<file path="config.mk">
export PLATFORM = sky130hd
export DESIGN_NAME = circular_buffer_deque_unit
export DESIGN_NICKNAME = d
export VERILOG_FILES = /design/src/rtl/cbdq_pkg.sv /design/src/rtl/circular_buffer_deque_unit.sv /design/src/rtl/cbdq_ram.sv /design/src/rtl/cbdq_dp.sv /design/src/rtl/cbdq_ctl.sv
export VERILOG_INCLUDE_DIRS = /design/src /design/src/rtl
export SDC_FILE = /design/constraint.sdc
export NUM_CORES = 1
export LEC_CHECK = 0
export BUFFER_PORTS_ARGS = -buffer_cell sky130_fd_sc_hd__clkbuf_2
export CAP_MARGIN = 5
export CELL_PAD_IN_SITES_DETAIL_PLACEMENT = 0
export CELL_PAD_IN_SITES_GLOBAL_PLACEMENT = 2
export CORE_UTILIZATION = 41
export CTS_BUF_LIST = sky130_fd_sc_hd__clkbuf_8
export DETAILED_ROUTE_END_ITERATION = 7
export MAX_ROUTING_LAYER = met4
export PLACE_DENSITY = 0.72
export SLEW_MARGIN = 20
export SYNTH_ARGS = -nofsm -noshare
export SYNTH_HDL_FRONTEND = slang
export SYNTH_HIERARCHICAL = 1
export SYNTH_SLANG_ARGS = --single-unit
</file>
<file path="constraint.sdc">
create_clock -name clk -period 6.7 [get_ports clk]
set_clock_uncertainty 0.15 [all_clocks]
set_input_delay 0.335 -clock clk [delete_from_list [all_inputs] [get_ports clk]]
set_output_delay 0.335 -clock clk [all_outputs]
set_load 0.03 [all_outputs]
</file>
<file path="src/rtl/circular_buffer_deque_unit_macros.svh">
// ---------------------------------------------------------------------------
// Assertion macros for the circular buffer deque unit
// Shared clocked assertion forms, sampled on clk and disabled in reset.
// ---------------------------------------------------------------------------
`ifndef CIRCULAR_BUFFER_DEQUE_UNIT_MACROS_SVH
`define CIRCULAR_BUFFER_DEQUE_UNIT_MACROS_SVH

// property holds at every edge outside reset
`define CBDQ_ASSERT(label, prop, msg) \
    label: assert property (@(posedge clk) disable iff (!rst_n) (prop)) else $error(msg);

// consequent holds in the cycle after the antecedent
`define CBDQ_ASSERT_NEXT(label, ante, cons, msg) \
    label: assert property (@(posedge clk) disable iff (!rst_n) (ante) |=> (cons)) \
        else $error(msg);

`endif

</file>
<file path="src/rtl/cbdq_pkg.sv">
// ---------------------------------------------------------------------------
// Circular buffer deque package
// Sizes, codes, control structs and pointer helpers.
// ---------------------------------------------------------------------------
package cbdq_pkg;

    localparam int DEPTH     = 16;
    localparam int PTR_W     = $clog2(DEPTH);
    localparam int CNT_W     = $clog2(DEPTH + 1);
    localparam int CAP_W     = 5;
    localparam int CAP_RESET = 16;
    localparam int ACT_W     = 3;
    localparam int WORD_W    = 32;
    localparam int STAT_W    = 2;
    localparam int OUT_CNT_W = 5;
    localparam int IN_TDATA_W  = 40;
    localparam int OUT_TDATA_W = 112;

    localparam logic [ACT_W-1:0] ACT_PUSH_FRONT = 3'd0;
    localparam logic [ACT_W-1:0] ACT_PUSH_BACK  = 3'd1;
    localparam logic [ACT_W-1:0] ACT_POP_FRONT  = 3'd2;
    localparam logic [ACT_W-1:0] ACT_POP_BACK   = 3'd3;

    localparam logic [STAT_W-1:0] ST_OK    = 2'd0;
    localparam logic [STAT_W-1:0] ST_FULL  = 2'd1;
    localparam logic [STAT_W-1:0] ST_EMPTY = 2'd2;

    typedef struct packed {
        logic exec;      // run the accepted item
        logic rd_pop;    // read the popped slot
        logic rd_ends;   // read front and back slots
        logic load_out;  // load the result register
    } cmd_t;

    typedef struct packed {
        logic pop_ok;    // item on the input would pop a word
    } sts_t;

    function automatic logic [CNT_W-1:0] eff_cap(input logic [CAP_W-1:0] v);
        logic [CNT_W-1:0] r;
        if (v == '0)
            r = CNT_W'(1);
        else if (32'(v) > 32'(DEPTH))
            r = CNT_W'(DEPTH);
        else
            r = CNT_W'(v);
        return r;
    endfunction

    function automatic logic [PTR_W-1:0] wrap_inc(input logic [PTR_W-1:0] x,
                                                  input logic [CNT_W-1:0] cap);
        logic [PTR_W-1:0] r;
        if (CNT_W'(x) + CNT_W'(1) == cap)
            r = '0;
        else
            r = PTR_W'(x + PTR_W'(1));
        return r;
    endfunction

    function automatic logic [PTR_W-1:0] wrap_dec(input logic [PTR_W-1:0] x,
                                                  input logic [CNT_W-1:0] cap);
        logic [PTR_W-1:0] r;
        if (x == '0)
            r = PTR_W'(cap - CNT_W'(1));
        else
            r = PTR_W'(x - PTR_W'(1));
        return r;
    endfunction

    function automatic logic [PTR_W-1:0] tail_init(input logic [CNT_W-1:0] cap);
        logic [PTR_W-1:0] r;
        if (cap == CNT_W'(1))
            r = '0;
        else
            r = PTR_W'(1);
        return r;
    endfunction

endpackage

</file>
<file path="src/rtl/circular_buffer_deque_unit.sv">
// ---------------------------------------------------------------------------
// Circular buffer deque unit
// Double-ended queue of signed words in a circular slot store.
// ---------------------------------------------------------------------------
//  channel   direction  handshake                      payload
//  s_axis    in         s_axis_tvalid / s_axis_tready  action, push_value
//  m_axis    out        m_axis_tvalid / m_axis_tready  result fields
//  cfg       in         cfg_valid / cfg_ready          capacity
//
//  Each item is accepted and updated, then its front and back slots are read,
//  then the result is loaded; the slot RAM reads are registered.
//  Reset: capacity 16, queue empty; slot contents are not cleared.
//  A held result stalls the next item in S_FIN; s_axis_tready stays low
//  until that item is loaded into the result register.
//  Capacity writes are always taken and empty the queue.
// ---------------------------------------------------------------------------
module circular_buffer_deque_unit (
    input  logic                                 clk,
    input  logic                                 rst_n,
    input  logic                                 s_axis_tvalid,
    output logic                                 s_axis_tready,
    // [2:0] action, [34:3] push_value, [39:35] zero
    input  logic [cbdq_pkg::IN_TDATA_W-1:0]      s_axis_tdata,
    output logic                                 m_axis_tvalid,
    input  logic                                 m_axis_tready,
    // [31:0] popped_value, [33:32] status, [38:34] count, [39] is_empty,
    // [40] is_full, [72:41] head_value, [104:73] tail_value, [111:105] zero
    output logic [cbdq_pkg::OUT_TDATA_W-1:0]     m_axis_tdata,
    input  logic                                 cfg_valid,
    output logic                                 cfg_ready,
    input  logic [cbdq_pkg::CAP_W-1:0]           cfg_data
);

    import cbdq_pkg::*;

    cmd_t              cmd;
    sts_t              sts;
    logic signed [WORD_W-1:0] popped_value, head_value, tail_value;
    logic [STAT_W-1:0]        status;
    logic [OUT_CNT_W-1:0]     count;
    logic                     is_empty, is_full;

    assign cfg_ready = 1'b1;

    cbdq_ctl u_ctl (
        .clk       (clk),
        .rst_n     (rst_n),
        .in_valid  (s_axis_tvalid),
        .in_ready  (s_axis_tready),
        .out_valid (m_axis_tvalid),
        .out_ready (m_axis_tready),
        .sts       (sts),
        .cmd       (cmd)
    );

    cbdq_dp u_dp (
        .clk           (clk),
        .rst_n         (rst_n),
        .cmd           (cmd),
        .sts           (sts),
        .in_action     (s_axis_tdata[2:0]),
        .in_push_value ($signed(s_axis_tdata[34:3])),
        .cfg_we        (cfg_valid),
        .cfg_capacity  (cfg_data),
        .popped_value  (popped_value),
        .status        (status),
        .count         (count),
        .is_empty      (is_empty),
        .is_full       (is_full),
        .head_value    (head_value),
        .tail_value    (tail_value)
    );

    assign m_axis_tdata = {7'd0, tail_value, head_value, is_full, is_empty,
                           count, status, popped_value};

endmodule

</file>
<file path="src/rtl/cbdq_ram.sv">
// ---------------------------------------------------------------------------
// Generic RAM
// One write port, two read ports with registered read data.
// ---------------------------------------------------------------------------
module cbdq_ram #(
    parameter int WIDTH   = 32,
    parameter int ENTRIES = 16
) (
    input  logic                       clk,
    input  logic                       we,
    input  logic [$clog2(ENTRIES)-1:0] waddr,
    input  logic [WIDTH-1:0]           wdata,
    input  logic                       re_a,
    input  logic [$clog2(ENTRIES)-1:0] raddr_a,
    output logic [WIDTH-1:0]           rdata_a,
    input  logic                       re_b,
    input  logic [$clog2(ENTRIES)-1:0] raddr_b,
    output logic [WIDTH-1:0]           rdata_b
);

    logic [WIDTH-1:0] mem [ENTRIES];

    always_ff @(posedge clk)
    begin
        if (we)
        begin
            mem[waddr] <= wdata;
        end
        if (re_a)
        begin
            rdata_a <= mem[raddr_a];
        end
        if (re_b)
        begin
            rdata_b <= mem[raddr_b];
        end
    end

endmodule

</file>
<file path="src/rtl/cbdq_dp.sv">
// ---------------------------------------------------------------------------
// Circular buffer deque datapath
// Pointers, count, capacity, slot store and result register.
// ---------------------------------------------------------------------------
`include "circular_buffer_deque_unit_macros.svh"

module cbdq_dp (
    input  logic                                clk,
    input  logic                                rst_n,
    input  cbdq_pkg::cmd_t                      cmd,
    output cbdq_pkg::sts_t                      sts,
    input  logic [cbdq_pkg::ACT_W-1:0]          in_action,
    input  logic signed [cbdq_pkg::WORD_W-1:0]  in_push_value,
    input  logic                                cfg_we,
    input  logic [cbdq_pkg::CAP_W-1:0]          cfg_capacity,
    output logic signed [cbdq_pkg::WORD_W-1:0]  popped_value,
    output logic [cbdq_pkg::STAT_W-1:0]         status,
    output logic [cbdq_pkg::OUT_CNT_W-1:0]      count,
    output logic                                is_empty,
    output logic                                is_full,
    output logic signed [cbdq_pkg::WORD_W-1:0]  head_value,
    output logic signed [cbdq_pkg::WORD_W-1:0]  tail_value
);

    import cbdq_pkg::*;

    logic [CNT_W-1:0]  cap_reg,   cap_next;
    logic [PTR_W-1:0]  head_reg,  head_next;
    logic [PTR_W-1:0]  tail_reg,  tail_next;
    logic [CNT_W-1:0]  cnt_reg,   cnt_next;
    logic [STAT_W-1:0] stat_reg,  stat_next;
    logic              pop_ok_reg;
    logic [WORD_W-1:0] popped_reg;

    logic [CNT_W-1:0]  cfg_cap;
    logic              is_push, is_pop, push_ok, pop_ok;
    logic              we;
    logic [PTR_W-1:0]  waddr, pop_addr, ra_addr;
    logic [WORD_W-1:0] rdata_a, rdata_b;

    assign cfg_cap = eff_cap(cfg_capacity);

    assign is_push = (in_action == ACT_PUSH_FRONT) || (in_action == ACT_PUSH_BACK);
    assign is_pop  = (in_action == ACT_POP_FRONT)  || (in_action == ACT_POP_BACK);
    assign push_ok = is_push && (cnt_reg < cap_reg);
    assign pop_ok  = is_pop && (cnt_reg != '0);
    assign sts.pop_ok = pop_ok;

    always_comb
    begin
        cap_next  = cap_reg;
        head_next = head_reg;
        tail_next = tail_reg;
        cnt_next  = cnt_reg;
        stat_next = stat_reg;
        we        = 1'b0;
        waddr     = head_reg;
        pop_addr  = wrap_inc(head_reg, cap_reg);
        if (in_action == ACT_POP_BACK)
        begin
            pop_addr = wrap_dec(tail_reg, cap_reg);
        end
        priority if (cfg_we)
        begin
            cap_next  = cfg_cap;
            head_next = '0;
            tail_next = tail_init(cfg_cap);
            cnt_next  = '0;
        end
        else if (cmd.exec)
        begin
            stat_next = ST_OK;
            if (is_push && !push_ok)
            begin
                stat_next = ST_FULL;
            end
            else if (is_pop && !pop_ok)
            begin
                stat_next = ST_EMPTY;
            end
            else if (in_action == ACT_PUSH_FRONT)
            begin
                we        = 1'b1;
                waddr     = head_reg;
                head_next = wrap_dec(head_reg, cap_reg);
                cnt_next  = CNT_W'(cnt_reg + CNT_W'(1));
            end
            else if (in_action == ACT_PUSH_BACK)
            begin
                we        = 1'b1;
                waddr     = tail_reg;
                tail_next = wrap_inc(tail_reg, cap_reg);
                cnt_next  = CNT_W'(cnt_reg + CNT_W'(1));
            end
            else if (in_action == ACT_POP_FRONT)
            begin
                head_next = pop_addr;
                cnt_next  = CNT_W'(cnt_reg - CNT_W'(1));
            end
            else if (in_action == ACT_POP_BACK)
            begin
                tail_next = pop_addr;
                cnt_next  = CNT_W'(cnt_reg - CNT_W'(1));
            end
        end
        else
        begin
            // no write and no item: hold
        end
    end

    assign ra_addr = cmd.rd_ends ? wrap_inc(head_reg, cap_reg) : pop_addr;

    cbdq_ram #(
        .WIDTH   (WORD_W),
        .ENTRIES (DEPTH)
    ) u_ram (
        .clk     (clk),
        .we      (we),
        .waddr   (waddr),
        .wdata   (in_push_value),
        .re_a    (cmd.rd_pop || cmd.rd_ends),
        .raddr_a (ra_addr),
        .rdata_a (rdata_a),
        .re_b    (cmd.rd_ends),
        .raddr_b (wrap_dec(tail_reg, cap_reg)),
        .rdata_b (rdata_b)
    );

    always_ff @(posedge clk or negedge rst_n)
    begin
        if (!rst_n)
        begin
            cap_reg    <= eff_cap(CAP_W'(CAP_RESET));
            head_reg   <= '0;
            tail_reg   <= tail_init(eff_cap(CAP_W'(CAP_RESET)));
            cnt_reg    <= '0;
            stat_reg   <= ST_OK;
            pop_ok_reg <= 1'b0;
        end
        else
        begin
            cap_reg  <= cap_next;
            head_reg <= head_next;
            tail_reg <= tail_next;
            cnt_reg  <= cnt_next;
            stat_reg <= stat_next;
            if (cmd.exec)
            begin
                pop_ok_reg <= pop_ok;
            end
        end
    end

    // popped word lands on port A the cycle after the item runs
    always_ff @(posedge clk)
    begin
        if (cmd.rd_ends)
        begin
            popped_reg <= pop_ok_reg ? rdata_a : '0;
        end
        if (cmd.load_out)
        begin
            popped_value <= $signed(popped_reg);
            status       <= stat_reg;
            count        <= OUT_CNT_W'(cnt_reg);
            is_empty     <= (cnt_reg == '0);
            is_full      <= (cnt_reg == cap_reg);
            head_value   <= (cnt_reg == '0) ? '0 : $signed(rdata_a);
            tail_value   <= (cnt_reg == '0) ? '0 : $signed(rdata_b);
        end
    end

    `CBDQ_ASSERT(a_cnt_in_cap, cnt_reg <= cap_reg, "count above capacity")
    `CBDQ_ASSERT(a_head_in_cap, CNT_W'(head_reg) < cap_reg, "head pointer out of range")
    `CBDQ_ASSERT(a_tail_in_cap, CNT_W'(tail_reg) < cap_reg, "tail pointer out of range")
    `CBDQ_ASSERT_NEXT(a_push_count, cmd.exec && push_ok && !cfg_we,
        cnt_reg == CNT_W'($past(cnt_reg) + CNT_W'(1)), "push did not raise count")

endmodule

</file>
<file path="src/rtl/cbdq_ctl.sv">
// ---------------------------------------------------------------------------
// Circular buffer deque controller
// Sequences accept, slot reads and result hand-off.
// ---------------------------------------------------------------------------
module cbdq_ctl (
    input  logic           clk,
    input  logic           rst_n,
    input  logic           in_valid,
    output logic           in_ready,
    output logic           out_valid,
    input  logic           out_ready,
    input  cbdq_pkg::sts_t sts,
    output cbdq_pkg::cmd_t cmd
);

    import cbdq_pkg::*;

    typedef enum logic [1:0] {
        S_IDLE,
        S_ENDS,
        S_FIN
    } state_t;

    state_t state_reg, state_next;
    logic   out_valid_reg, out_valid_next;

    assign in_ready  = (state_reg == S_IDLE);
    assign out_valid = out_valid_reg;

    always_comb
    begin
        cmd.exec     = (state_reg == S_IDLE) && in_valid;
        cmd.rd_pop   = cmd.exec && sts.pop_ok;
        cmd.rd_ends  = (state_reg == S_ENDS);
        cmd.load_out = (state_reg == S_FIN) && (!out_valid_reg || out_ready);

        state_next     = state_reg;
        out_valid_next = out_valid_reg;
        if (out_ready)
        begin
            out_valid_next = 1'b0;
        end
        unique case (state_reg)
            S_IDLE:
            begin
                if (in_valid)
                begin
                    state_next = S_ENDS;
                end
            end
            S_ENDS:
            begin
                state_next = S_FIN;
            end
            S_FIN:
            begin
                if (cmd.load_out)
                begin
                    out_valid_next = 1'b1;
                    state_next     = S_IDLE;
                end
            end
            default:
            begin
                state_next = S_IDLE;
            end
        endcase
    end

    always_ff @(posedge clk or negedge rst_n)
    begin
        if (!rst_n)
        begin
            state_reg     <= S_IDLE;
            out_valid_reg <= 1'b0;
        end
        else
        begin
            state_reg     <= state_next;
            out_valid_reg <= out_valid_next;
        end
    end

endmodule

</file>
==> results of run 1 <==
[worst min path at each step]
stage | startpoint | end
CTS | s_axis_tdata[1] | u_dp/tail_reg[0]$_DFFE_PN1P_
floorplan | rst_n | u_ctl/out_valid$_DFF_PN0_
global route | s_axis_tdata[1] | u_dp/tail_reg[0]$_DFFE_PN1P_
finish | s_axis_tdata[1] | u_dp/tail_reg[0]$_DFFE_PN1P_
detailed placement | u_dp/popped_reg[0]$_SDFFCE_PN0P_ | u_dp/popped_value[0]$_DFFE_PP_
global placement | u_dp/popped_reg[4]$_SDFFCE_PN0P_ | u_dp/popped_value[4]$_DFFE_PP_
[worst reg2reg max path: stages, from the launching register on]
cell and delay (ns):
dfstp_2 0.57, inv_1 0.11, ha_1 0.33, and3_1 0.18, o21ai_1 0.15, nand3_1 0.28, o21ai_0 0.85, nand2b_1 0.45
nor2_4 0.90, buf_4 0.51
[area by class of cell]
| class | instances | area, um^2 | area share [%] |
|---|---|---|---|
| clock inverters | 104 | 538 | 1.47 |
| inverters | 18 | 70.1 | 0.191 |
| well taps | 1030 | 1290 | 3.52 |
| clock buffers | 121 | 1670 | 4.55 |
| diodes | 5 | 12.5 | 0.0342 |
| repair buffers | 244 | 1640 | 4.47 |
| multi-input cells | 784 | 9360 | 25.6 |
| flip-flops and latches | 737 | 22000 | 60.2 |
[kinds of logic (layout without fill, tap and decap cells)]
kind of cell	after synthesis	after routing	synth area share [%]
buffers and inverters	134	487	2.10
AOI/OAI and AO/OA	185	185	4.30
muxes	265	265	18.4
DFF	737	737	69.2
xor gates and xnor gates	18	18	0.539
and+or+nand+nor	296	296	4.92
other	2	13	0.0236
adders and majority gates	12	12	0.472
[per-layer routing]
layer	global-route usage, %	vias to the layer above	wire (um)
li1	-	7368	-
met4	7.23	0	1950
met3	3.46	146	4520
met5	-	-	0
met1	26.8	9015	32900
met2	35.7	541	41100
[cell usage in the layout, fill, tap and decap left out, drive strengths merged, types with 3 or more instances in the layout]
cell type	instances
nand2b	10
nor2	42
dlygate4sd3	48
clkinvlp	3
and3	4
clkbuf	272
dfrtp	22
a2111oi	3
inv	66
mux4	256
nor3	12
o22ai	3
a21oi	11
diode	5
conb	8
ha	12
a31oi	3
or2	3
a22oi	128
nand3b	3
buf	45
nor3b	4
bufinv	3
nand3	6
a211o	3
mux2	5
o211ai	3
xnor2	12
o21ai	10
nand2	89
clkinv	50
mux2i	4
nor2b	75
edfxtp	713
xor2	5
and2	38
nand4	3
[timing repair]
action,in CTS,in global routing
endpoints found under the hold margin,554,0
hold buffers,48,0
endpoints found under the setup margin,0,0
[synth_stat cells (13+ instances only)]
| cell type | count | area [um^2] |
|---|---|---|
| a22oi_1 | 128 | 961 |
| mux4_2 | 256 | 5770 |
| nor2_1 | 41 | 154 |
| dfrtp_1 | 22 | 551 |
| buf_2 | 13 | 65.1 |
| nand2_1 | 89 | 334 |
| buf_4 | 34 | 255 |
| buf_1 | 24 | 90.1 |
| edfxtp_1 | 713 | 21400 |
| and2_1 | 38 | 238 |
| clkbuf_1 | 42 | 158 |
| inv_1 | 18 | 67.6 |
| nor2b_1 | 73 | 457 |
[per-stage QoR]
step	util (%)	hold slack (ns)	setup slack, ns	instance area (um^2)
after global placement	44.4	0.253	1.94	33900
after floorplan	-	-0.111	0.695	31800
after global routing	47.9	0.129	1.64	36600
after CTS	47.9	0.0221	1.85	36600
final	47.9	0.0924	1.86	36600
after detailed placement	44.4	0.255	1.88	33900
[report_power, final]
group / internal (mW) / total, mW / leakage (nW) / switching [mW]
Combinational: 0.756 / 2.07 / 4.14 / 1.31
Clock: 1.81 / 3.61 / 1.29 / 1.81
Sequential: 5.46 / 5.57 / 6.82 / 0.107
Total: 8.02 / 11.3 / 12.2 / 3.23
==> metrics.csv, run 1 <==
stage,metric,value,unit
global_route,grt_pass1_wl,119000,um
worst_setup_path,cp-end-kind,flip-flop,
worst_setup_path,r2r-start,u_dp/cap_reg[4]$_DFFE_PN1P_,
worst_setup_path,critPathArrivalTime,5.08,ns
worst_hold_path,holdCritPathClass,in2reg,
timing,period_needed,4.84,ns
clocking,cts-root-buf,clkbuf_8,
worst_setup_path,slowest_stage,nor2_4,
floorplan,ios,165,
worst_hold_path,min_path_cells,4,
clocking,cts.sinks,737,
clocking,cts_buffers,121,
worst_setup_path,reg2reg_to,u_dp/u_ram/mem[6][12]$_DFFE_PP_,
clocking,clk_pin_slew_worst_paths,0.06,ns
cells_and_area,regMostFlops,u_dp/u_ram/mem,
global_route,grt_util_all_layers,21.5,%
timing,max_slew_margin,24.0,%
synthesis,yosys_warnings,6,
synthesis,async_flop_share,3.26,%
worst_setup_path,critPathBufInv,2,
timing,period_share,72.3,%
synthesis,ys_types,68,
worst_setup_path,worstPathRequired,6.93,ns
timing,rsz0062_at_grt,no,
placed_design,dp_hpwl,44100,um
drt,drtPass1Iterations,5,
worst_setup_path,critPathTopFamily,simple AND/OR/NAND/NOR gates,
power_and_ir_drop,ir_worst_vdd,162,uV
placed_design,gp_congestion,0.776,
timing,fin_setup_tns,0,ns
floorplan,dieArea,0.0787,mm^2
floorplan,die_h,281,um
timing,maxSlewViolCount,0,
clocking,clockBufferDepth,3,
cells_and_area,largest_reg_flops,512,
synthesis,syn_inst,1649,
drt,vias,17100,
worst_setup_path,rrSetupSlack,1.86,ns
cells_and_area,syn_to_final_growth,15.0,%
clocking,htreeDepth,3,
global_route,antenna_found_initial,4,
timing,hold_viol,0,
clocking,clk_latency,0.75,ns
worst_setup_path,path_class,reg2reg,
floorplan,core,0.0763,mm^2
synthesis,ys_seq_area_share,69.2,%
synthesis,ys.flop_type,edfxtp_1,
worst_setup_path,reg2reg_depth,9,
cells_and_area,fill_cells,6477,
worst_setup_path,slowest_delay,0.90,ns
synthesis,synth-edff-count,713,
clocking,cts_tree,yes,
drt,wl_per_cell,26.4,um
clocking,cts_resized,0,
power_and_ir_drop,total_leakage_power,12.2,nW
worst_setup_path,path_cells,inv_1 -> ha_1 -> and3_1 -> o21ai_1 -> nand3_1 -> o21ai_0 -> nand2b_1 -> nor2_4 -> buf_4,
power_and_ir_drop,power.total,11.3,mW
floorplan,start_util,41.7,%
cells_and_area,drive_gt1_share,32.3,%
cells_and_area,stdcell_count,3043,
synthesis,synthesis.area_per_instance,19.3,um^2
placed_design,dp.cells,2765,
global_route,grt_max_degree,86,
floorplan,core.rowCount,101,
timing,worst_pin_slew,1.14,ns
drt,routed_wl,80400,um
timing,max_freq,206,MHz
flow_run,cap_viol_max_count,0,
synthesis,syn_area,0.0318,mm^2
global_route,grt.overflow.total,0,
worst_setup_path,crit_cells,9,
floorplan,floorplan.die.width,281,um
drt,antenna_left,0,
outcome,status,completed,
worst_setup_path,endpoint,u_dp/u_ram/mem[6][12]$_DFFE_PP_,
drt,drc,0,
global_route,grt_pass1_vias,18400,
worst_setup_path,cp_max_fo,19,
worst_setup_path,crit_path_start,u_dp/cap_reg[4]$_DFFE_PN1P_,
synthesis,ys_seq_elements,737,
drt,viasPerCell,5.61,
cells_and_area,fin_nets,1968,
clocking,cts_setup_buffers,0,
placed_design,port_buffers,151,
timing,setup_violations,0,
power_and_ir_drop,power.density,308,mW/mm^2
drt,drtIter0Drc,1347,
worst_setup_path,start_kind,flip-flop,
(Power assumes the default switching activity.)
==> run 2, diff against run 1 <==
--- a/config.mk
+++ b/config.mk
@@ -6,6 +6,7 @@
 export SDC_FILE = /design/constraint.sdc
 export NUM_CORES = 1
 export LEC_CHECK = 0
+export ABC_AREA = 1
 export BUFFER_PORTS_ARGS = -buffer_cell sky130_fd_sc_hd__clkbuf_2
 export CAP_MARGIN = 5
 export CELL_PAD_IN_SITES_DETAIL_PLACEMENT = 0
@@ -14,7 +15,7 @@
 export CTS_BUF_LIST = sky130_fd_sc_hd__clkbuf_8
 export DETAILED_ROUTE_END_ITERATION = 7
 export MAX_ROUTING_LAYER = met4
-export PLACE_DENSITY = 0.72
+export PLACE_DENSITY = 0.85
 export SLEW_MARGIN = 20
 export SYNTH_ARGS = -nofsm -noshare
 export SYNTH_HDL_FRONTEND = slang
==> constraint.sdc (replaced) <==
create_clock -name clk -period 4.8 [get_ports clk]
set_clock_uncertainty 0.15 [all_clocks]
set_input_delay 0.24 -clock clk [delete_from_list [all_inputs] [get_ports clk]]
set_output_delay 0.24 -clock clk [all_outputs]
set_load 0.03 [all_outputs]
==> run 2 against run 1 <==
Net effect:
- the flow now finishes with violations (design-rule violations)
- combinational power grew to 3.4 times the previous value
- clock-buffer cell count is 16 higher
- power is 84% higher
- register-to-register slack worse by 1.5 ns
- cell area is 13% higher
- worst hold slack better by 0.010 ns
- non-clock buffer count is 46 higher
- die area is 15% higher
- critical endpoint is now u_dp/tail_reg[0]$_DFFE_PN1P_
==> metrics.csv, run 2 <==
stage,metric,value,unit
timing,max_freq,227,MHz
placed_design,port_buffers,151,
cells_and_area,layout_commonest_cell,nand2_1,
synthesis,synth.area.top_cells,"edfxtp_1 59%, nand2_1 13%, nand3_1 13%",
synthesis,ys_seq_area_share,60.3,%
flow_run,cap_viol_max_count,0,
global_route,grt.overflow.total,0,
power_and_ir_drop,total_leakage_power,18.4,nW
worst_setup_path,start_kind,flip-flop,
drt,drtIter0Drc,2617,
timing,fin_setup_tns,0,ns
placed_design,place_ws,0.813,ns
cells_and_area,largest_reg_flops,512,
worst_setup_path,cp-end-kind,flip-flop,
synthesis,ys.flop_type,edfxtp_1,
power_and_ir_drop,power.total,20.8,mW
global_route,grt_util_all_layers,26.9,%
global_route,grt_util_met1,37.4,%
clocking,ctsHoldBuffers,60,
timing,rsz0062_at_grt,no,
worst_setup_path,rrSetupSlack,0.40,ns
synthesis,ys_seq_elements,737,
placed_design,dp_hpwl,61800,um
timing,period_share,91.8,%
clocking,clockBufferDepth,3,
worst_setup_path,path_class,reg2reg,
worst_setup_path,cp_max_fo,7,
clocking,clk_pin_slew_worst_paths,0.06,ns
timing,worst_pin_slew,1.03,ns
clocking,cts_resized,0,
synthesis,syn_inst,3994,
worst_setup_path,critPathArrivalTime,4.98,ns
drt,vias,28100,
global_route,grt_max_degree,159,
worst_hold_path,min_path_cells,4,
clocking,cts_buffers,132,
synthesis,yosys.area.top_type_share,58.6,%
power_and_ir_drop,switchingPower,8.10,mW
timing,maxSlewViolCount,0,
global_route,grt_pass1_wl,174000,um
power_and_ir_drop,ir_worst_vdd,531,uV
global_route,antenna_found_initial,9,
floorplan,die_h,300,um
synthesis,synth-edff-count,713,
global_route,grt_pass1_vias,26600,
clocking,htreeDepth,4,
placed_design,gp_congestion,0.831,
worst_hold_path,min_to,u_ctl/state_reg[0]$_DFFE_PN0P_,
power_and_ir_drop,p_int,12.7,mW
global_route,grt_use_met2,40.7,%
synthesis,yosys_warnings,6,
power_and_ir_drop,pwr-share-clk,26.4,%
cells_and_area,syn_to_final_growth,13.7,%
global_route,grt.busiest_layer,met2,
outcome,status,finished with violations,
drt,viasPerCell,5.16,
worst_hold_path,holdCritPathClass,in2reg,
worst_setup_path,worstPathRequired,5.37,ns
cells_and_area,layout_common_cells,"1268 x nand2_1, 931 x nand3_1, 713 x edfxtp_1",
power_and_ir_drop,pwr-share-seq,39.3,%
floorplan,dieArea,0.0902,mm^2
drt,wl_per_cell,21.5,um
clocking,cts_setup_buffers,0,
timing,max_slew_margin,31.6,%
outcome,failed_checks,design-rule violations,
worst_setup_path,reg2reg_depth,14,
floorplan,floorplan.die.width,300,um
floorplan,ios,165,
synthesis,netlist_top_cells_count,"1268 x nand2_1, 931 x nand3_1, 713 x edfxtp_1, 646 x inv_1, 106 x buf_2",
synthesis,syn_area,0.0365,mm^2
clocking,cts_tree,yes,
drt,drtPass1Iterations,8,
placed_design,placed_cell_area,0.0385,mm^2
timing,timing.hold.ws,0.102,ns
drt,drc,2,
clocking,cts.sinks,737,
synthesis,yosysTopAreaCell,edfxtp_1,
synthesis,async_flop_share,3.26,%
drt,antenna_left,0,
power_and_ir_drop,power.density,500,mW/mm^2
timing,setup_violations,0,
timing,setup_slack,0.396,ns
worst_setup_path,r2r-start,u_dp/tail_reg[0]$_DFFE_PN1P_,
clocking,cts-root-buf,clkbuf_8,
cells_and_area,final_cell_area,0.0415,mm^2
clocking,clk_latency,0.80,ns
timing,period_needed,4.40,ns
drt,routed_wl,117000,um
power_and_ir_drop,swShare,39.0,%
synthesis,synthesis.area_per_instance,9.14,um^2
cells_and_area,fin_nets,4250,
timing,hold_viol,0,
floorplan,core,0.0882,mm^2
power_and_ir_drop,power_frac_comb,34.3,%
cells_and_area,regMostFlops,u_dp/u_ram/mem,
synthesis,ys_types,44,
floorplan,start_util,41.4,%
worst_setup_path,reg2reg_to,u_dp/tail_reg[0]$_DFFE_PN1P_,
synthesis,yosysMostFrequentCell,nand2_1,
cells_and_area,drive_gt1_share,10.9,%
floorplan,core.rowCount,109,
global_route,grtUsageMet3,4.39,%
worst_hold_path,hp-start,s_axis_tvalid,
cells_and_area,fill_cells,8377,
-- run 2: cell types whose count changed after synthesis, moves of 48 or more --
cell and delta:
nand2_1 +1179, nand3_1 +925, inv_1 +628, mux4_2 -256, a22oi_1 -128, buf_2 +93
nor2b_1 -73, buf_6 +48
-- run 2: layout make-up --
type / instances / area [um^2] / area share, %
Sequential cell: 737 / 22000 / 53.0
Antenna cell: 6 / 15.0 / 0.0362
Inverter: 661 / 2500 / 6.03
Tap cell: 1165 / 1460 / 3.51
Multi-Input combinational cell: 2366 / 10700 / 25.8
Timing Repair Buffer: 290 / 2420 / 5.84
Clock inverter: 83 / 480 / 1.16
Clock buffer: 137 / 1890 / 4.54
-- run 2: worst max path at each step --
| stage | from | cells past startpoint | end |
|---|---|---|---|
| after floorplan | u_dp/cap_reg[4]$_DFFE_PN1P_ | 11 | u_dp/u_ram/mem[12][0]$_DFFE_PP_ |
| after global placement | u_dp/tail_reg[0]$_DFFE_PN1P_ | 12 | u_dp/u_ram/rdata_b[10]$_DFFE_PP_ |
| after detailed placement | u_dp/tail_reg[0]$_DFFE_PN1P_ | 12 | u_dp/u_ram/rdata_b[10]$_DFFE_PP_ |
| after CTS | u_dp/tail_reg[0]$_DFFE_PN1P_ | 14 | u_dp/tail_reg[0]$_DFFE_PN1P_ |
| after global routing | u_dp/tail_reg[0]$_DFFE_PN1P_ | 14 | u_dp/tail_reg[0]$_DFFE_PN1P_ |
| final | u_dp/tail_reg[0]$_DFFE_PN1P_ | 14 | u_dp/tail_reg[0]$_DFFE_PN1P_ |
-- run 2: kinds of logic (layout without fill, tap and decap cells) --
kind of cell	count (synthesis)	count (layout)	share of synthesized area, %
buf+inv	897	1171	11.0
fa+ha+maj	12	12	0.411
simple gates	2279	2279	27.0
mux	1	1	0.0274
other cells	2	14	0.0206
xor+xnor	14	14	0.336
compound gates	52	52	0.826
flops	737	737	60.3
-- run 2: power groups by stage --
stage                     sequential (mW)  clock (mW)  combinational (mW)
final                                8.16        5.48                7.11
after global routing                 8.21        5.87                7.71
after CTS                            8.16        5.62                7.07
after detailed placement             8.29           0                7.01
after global placement               8.28           0                7.00
after floorplan                      8.51           0                4.38
-- run 2: per-stage QoR --
stage	std cells	utilization, %
after floorplan	4000	-
after global placement	5159	43.6
after detailed placement	5159	43.6
after CTS	5439	47.0
after global routing	5445	47.0
final	5445	47.0
-- run 2: worst max-delay path, stage by stage, from the launching register on --
cell,delay (ns)
dfstp_2,0.63
inv_1,0.12
ha_1,0.40
xnor2_1,0.17
o21ai_0,0.11
nor2_1,0.13
nand3_2,0.12
a21oi_1,0.14
dlygate4sd3_1,0.57
nand2_1,0.05
dlygate4sd3_1,0.55
nand2_1,0.06
dlygate4sd3_1,0.54
nand2_1,0.04
dlygate4sd3_1,0.55
-- run 2: metal layers --
layer / share of wire, % / wire length, um / vias up
li1: - / - / 13300
met1: 45 / 52400 / 13400
met2: 46 / 53400 / 1178
met3: 7.9 / 9220 / 180
met4: 1.9 / 2180 / 0
met5: 0 / 0 / -
==> run 3, diff against run 2 <==
--- a/config.mk
+++ b/config.mk
@@ -6,7 +6,6 @@
 export SDC_FILE = /design/constraint.sdc
 export NUM_CORES = 1
 export LEC_CHECK = 0
-export ABC_AREA = 1
 export BUFFER_PORTS_ARGS = -buffer_cell sky130_fd_sc_hd__clkbuf_2
 export CAP_MARGIN = 5
 export CELL_PAD_IN_SITES_DETAIL_PLACEMENT = 0
@@ -14,8 +13,7 @@
 export CORE_UTILIZATION = 41
 export CTS_BUF_LIST = sky130_fd_sc_hd__clkbuf_8
 export DETAILED_ROUTE_END_ITERATION = 7
-export MAX_ROUTING_LAYER = met4
-export PLACE_DENSITY = 0.85
+export PLACE_DENSITY = 0.72
 export SLEW_MARGIN = 20
 export SYNTH_ARGS = -nofsm -noshare
 export SYNTH_HDL_FRONTEND = slang
==> run 3 against run 2 <==
Net effect:
- non-clock buffer count is 23 lower
- first-iteration DRC count is 43% lower
- power is 23% lower
- worst hold slack better by 0.10 ns
- largest power group unchanged
- setup slack better by 0.29 ns
- critical path type unchanged
- critical path depth is 3 lower
- the flow now finishes without violations
- cell area is 11% lower
- via count is 38% lower
- sequential share of layout area is 6.4 points higher
- largest cell class unchanged
- clock-buffer cell count is 14 lower
- sequential power is 4.3% lower
- core utilization is 1.5 points higher
==> metrics.csv, run 3 (synthesis results as in run 1) <==
stage,metric,value,unit
placed_design,port_buffers,151,
clocking,cts_tree,yes,
worst_setup_path,path_class,reg2reg,
worst_setup_path,r2r-start,u_dp/head_reg[0]$_DFFE_PN0P_,
clocking,cts-root-buf,clkbuf_8,
clocking,cts.sinks,737,
cells_and_area,largest_reg_flops,512,
clocking,cts_resized,0,
worst_setup_path,critPathTopFamily,multiplexers,
clocking,clk_latency,0.76,ns
cells_and_area,syn_to_final_growth,16.5,%
drt,antenna_left,0,
clocking,clockBufferDepth,3,
worst_setup_path,path_cells,inv_1 -> ha_1 -> xnor2_1 -> o211ai_1 -> a211o_1 -> and2_1 -> mux2_8 -> buf_12 -> mux4_2 -> a22oi_1 -> nand2_1,
worst_setup_path,slowest_delay,0.56,ns
drt,wl_per_cell,26.5,um
flow_run,cap_viol_max_count,0,
global_route,grt_util_all_layers,21.1,%
worst_setup_path,critPathArrivalTime,4.42,ns
cells_and_area,fin_nets,1991,
worst_setup_path,critPathBufInv,2,
worst_setup_path,rrSetupSlack,0.69,ns
timing,period_needed,4.11,ns
timing,hold_viol,0,
worst_hold_path,hp-start,s_axis_tvalid,
cells_and_area,drive_gt1_share,33.0,%
drt,drtIter0Drc,1490,
global_route,grt_pass1_vias,18400,
drt,routed_wl,81300,um
clocking,htreeDepth,3,
timing,timing.hold.ws,0.205,ns
worst_setup_path,reg2reg_depth,11,
worst_setup_path,reg2reg_to,u_dp/u_ram/rdata_a[19]$_DFFE_PP_,
timing,max_freq,243,MHz
placed_design,dp_hpwl,45600,um
floorplan,start_util,41.7,%
drt,drc,0,
global_route,grt.overflow.total,0,
floorplan,core.rowCount,101,
worst_hold_path,min_path_cells,3,
worst_hold_path,holdCritPathClass,in2reg,
timing,period_share,85.7,%
floorplan,ios,165,
floorplan,core,0.0763,mm^2
global_route,grt_max_degree,95,
worst_setup_path,cp-end-kind,flip-flop,
timing,maxSlewViolCount,0,
floorplan,die_h,281,um
power_and_ir_drop,pwr-share-clk,33.0,%
worst_setup_path,worstPathRequired,5.11,ns
cells_and_area,layout_commonest_cell,edfxtp_1,
timing,rsz0062_at_grt,no,
placed_design,gp_congestion,0.779,
cells_and_area,regMostFlops,u_dp/u_ram/mem,
cells_and_area,stdcell_count,3062,
worst_hold_path,min_to,u_ctl/state_reg[0]$_DFFE_PN0P_,
power_and_ir_drop,switchingPower,4.57,mW
global_route,grt_pass1_wl,119000,um
timing,worst_pin_slew,1.11,ns
power_and_ir_drop,total_leakage_power,12.4,nW
timing,fin_setup_tns,0,ns
outcome,status,completed,
power_and_ir_drop,power.density,432,mW/mm^2
cells_and_area,layout_common_cells,"713 x edfxtp_1, 256 x mux4_2, 151 x clkbuf_2",
timing,setup_violations,0,
timing,max_slew_margin,25.7,%
placed_design,dp.cells,2779,
power_and_ir_drop,swShare,28.5,%
worst_setup_path,start_kind,flip-flop,
clocking,clk_pin_slew_worst_paths,0.06,ns
clocking,cts_buffers,121,
power_and_ir_drop,p_int,11.4,mW
floorplan,floorplan.die.width,281,um
global_route,antenna_found_initial,5,
worst_setup_path,slowest_stage,mux2_8,
floorplan,dieArea,0.0787,mm^2
power_and_ir_drop,pwr-share-seq,48.8,%
drt,drtPass1Iterations,5,
drt,viasPerCell,5.66,
worst_setup_path,cp_max_fo,41,
drt,vias,17300,
power_and_ir_drop,power_frac_comb,18.3,%
power_and_ir_drop,ir_worst_vdd,207,uV
## run 3: changes by cell type in the layout (fill, tap and decap cells not counted), sizes merged, moves of 22 or more
cell,change
inv,-643
clkinv,+22
nor2b,+75
nand2,-1187
mux4,+256
and2,+37
a22oi,+128
nand3,-930
## run 3: power by group through the flow
stage	Combinational, mW	Clock, mW	Sequential, mW
3_3_place_gp	2.89	0	7.94
2_1_floorplan	1.65	0	8.19
6_report	2.92	5.28	7.81
3_5_place_dp	2.92	0	7.94
4_1_cts	2.97	5.44	7.82
5_1_grt	3.13	5.69	7.85
## run 3: repair_timing
item                                   CTS  global route
buffers inserted                         0             0
endpoints found under the hold margin  566             0
hold buffers                            57             0
## run 3: final cells by class
type | instances | area (um^2)
fillers | 6426 | 39300
repair buffers | 267 | 1990
flip-flops and latches | 737 | 22000
clock buffers | 123 | 1690
well taps | 1030 | 1290
inverters | 18 | 70.1
clock inverters | 102 | 628
multi-input cells | 784 | 9370
diodes | 1 | 2.50
## run 3: worst max path at each step
stage                                        to  slack [ns]  cells after the start                    startpoint
6_report       u_dp/u_ram/rdata_a[19]$_DFFE_PP_        0.69                     11  u_dp/head_reg[0]$_DFFE_PN0P_
3_3_place_gp    u_dp/u_ram/rdata_a[1]$_DFFE_PP_        0.77                     11  u_dp/head_reg[0]$_DFFE_PN0P_
5_1_grt         u_dp/u_ram/rdata_a[1]$_DFFE_PP_        0.41                     11  u_dp/head_reg[0]$_DFFE_PN0P_
2_1_floorplan    u_dp/u_ram/mem[4][0]$_DFFE_PP_        0.07                      8   u_dp/cap_reg[4]$_DFFE_PN1P_
3_5_place_dp   u_dp/u_ram/rdata_a[19]$_DFFE_PP_        0.67                     11  u_dp/head_reg[0]$_DFFE_PN0P_
4_1_cts        u_dp/u_ram/rdata_a[19]$_DFFE_PP_        0.65                     11  u_dp/head_reg[0]$_DFFE_PN0P_
## run 3: per-layer routing
metal | up-vias | wire length [um] | GRT usage (%)
met2 | 632 | 40200 | 34.9
li1 | 7415 | - | -
met1 | 9157 | 33200 | 28.2
met4 | 4 | 1830 | 6.68
met5 | - | 27 | 0
met3 | 132 | 5920 | 3.85
## run 3: worst min-delay path: cells and delay by family
kind	cells	cell delay (ns)
simple gates	1	0.13
buf+inv	2	0.66
## run 3: metrics by stage
stage	setup WS, ns	cell area [um^2]	total power, mW	utilization, %
6_report	0.688	37100	16.0	48.6
5_1_grt	0.411	37100	16.7	48.6
4_1_cts	0.650	37100	16.2	48.5
3_5_place_dp	0.671	34200	10.9	44.7
3_3_place_gp	0.768	34200	10.8	44.7
2_1_floorplan	0.0718	31800	9.85	-
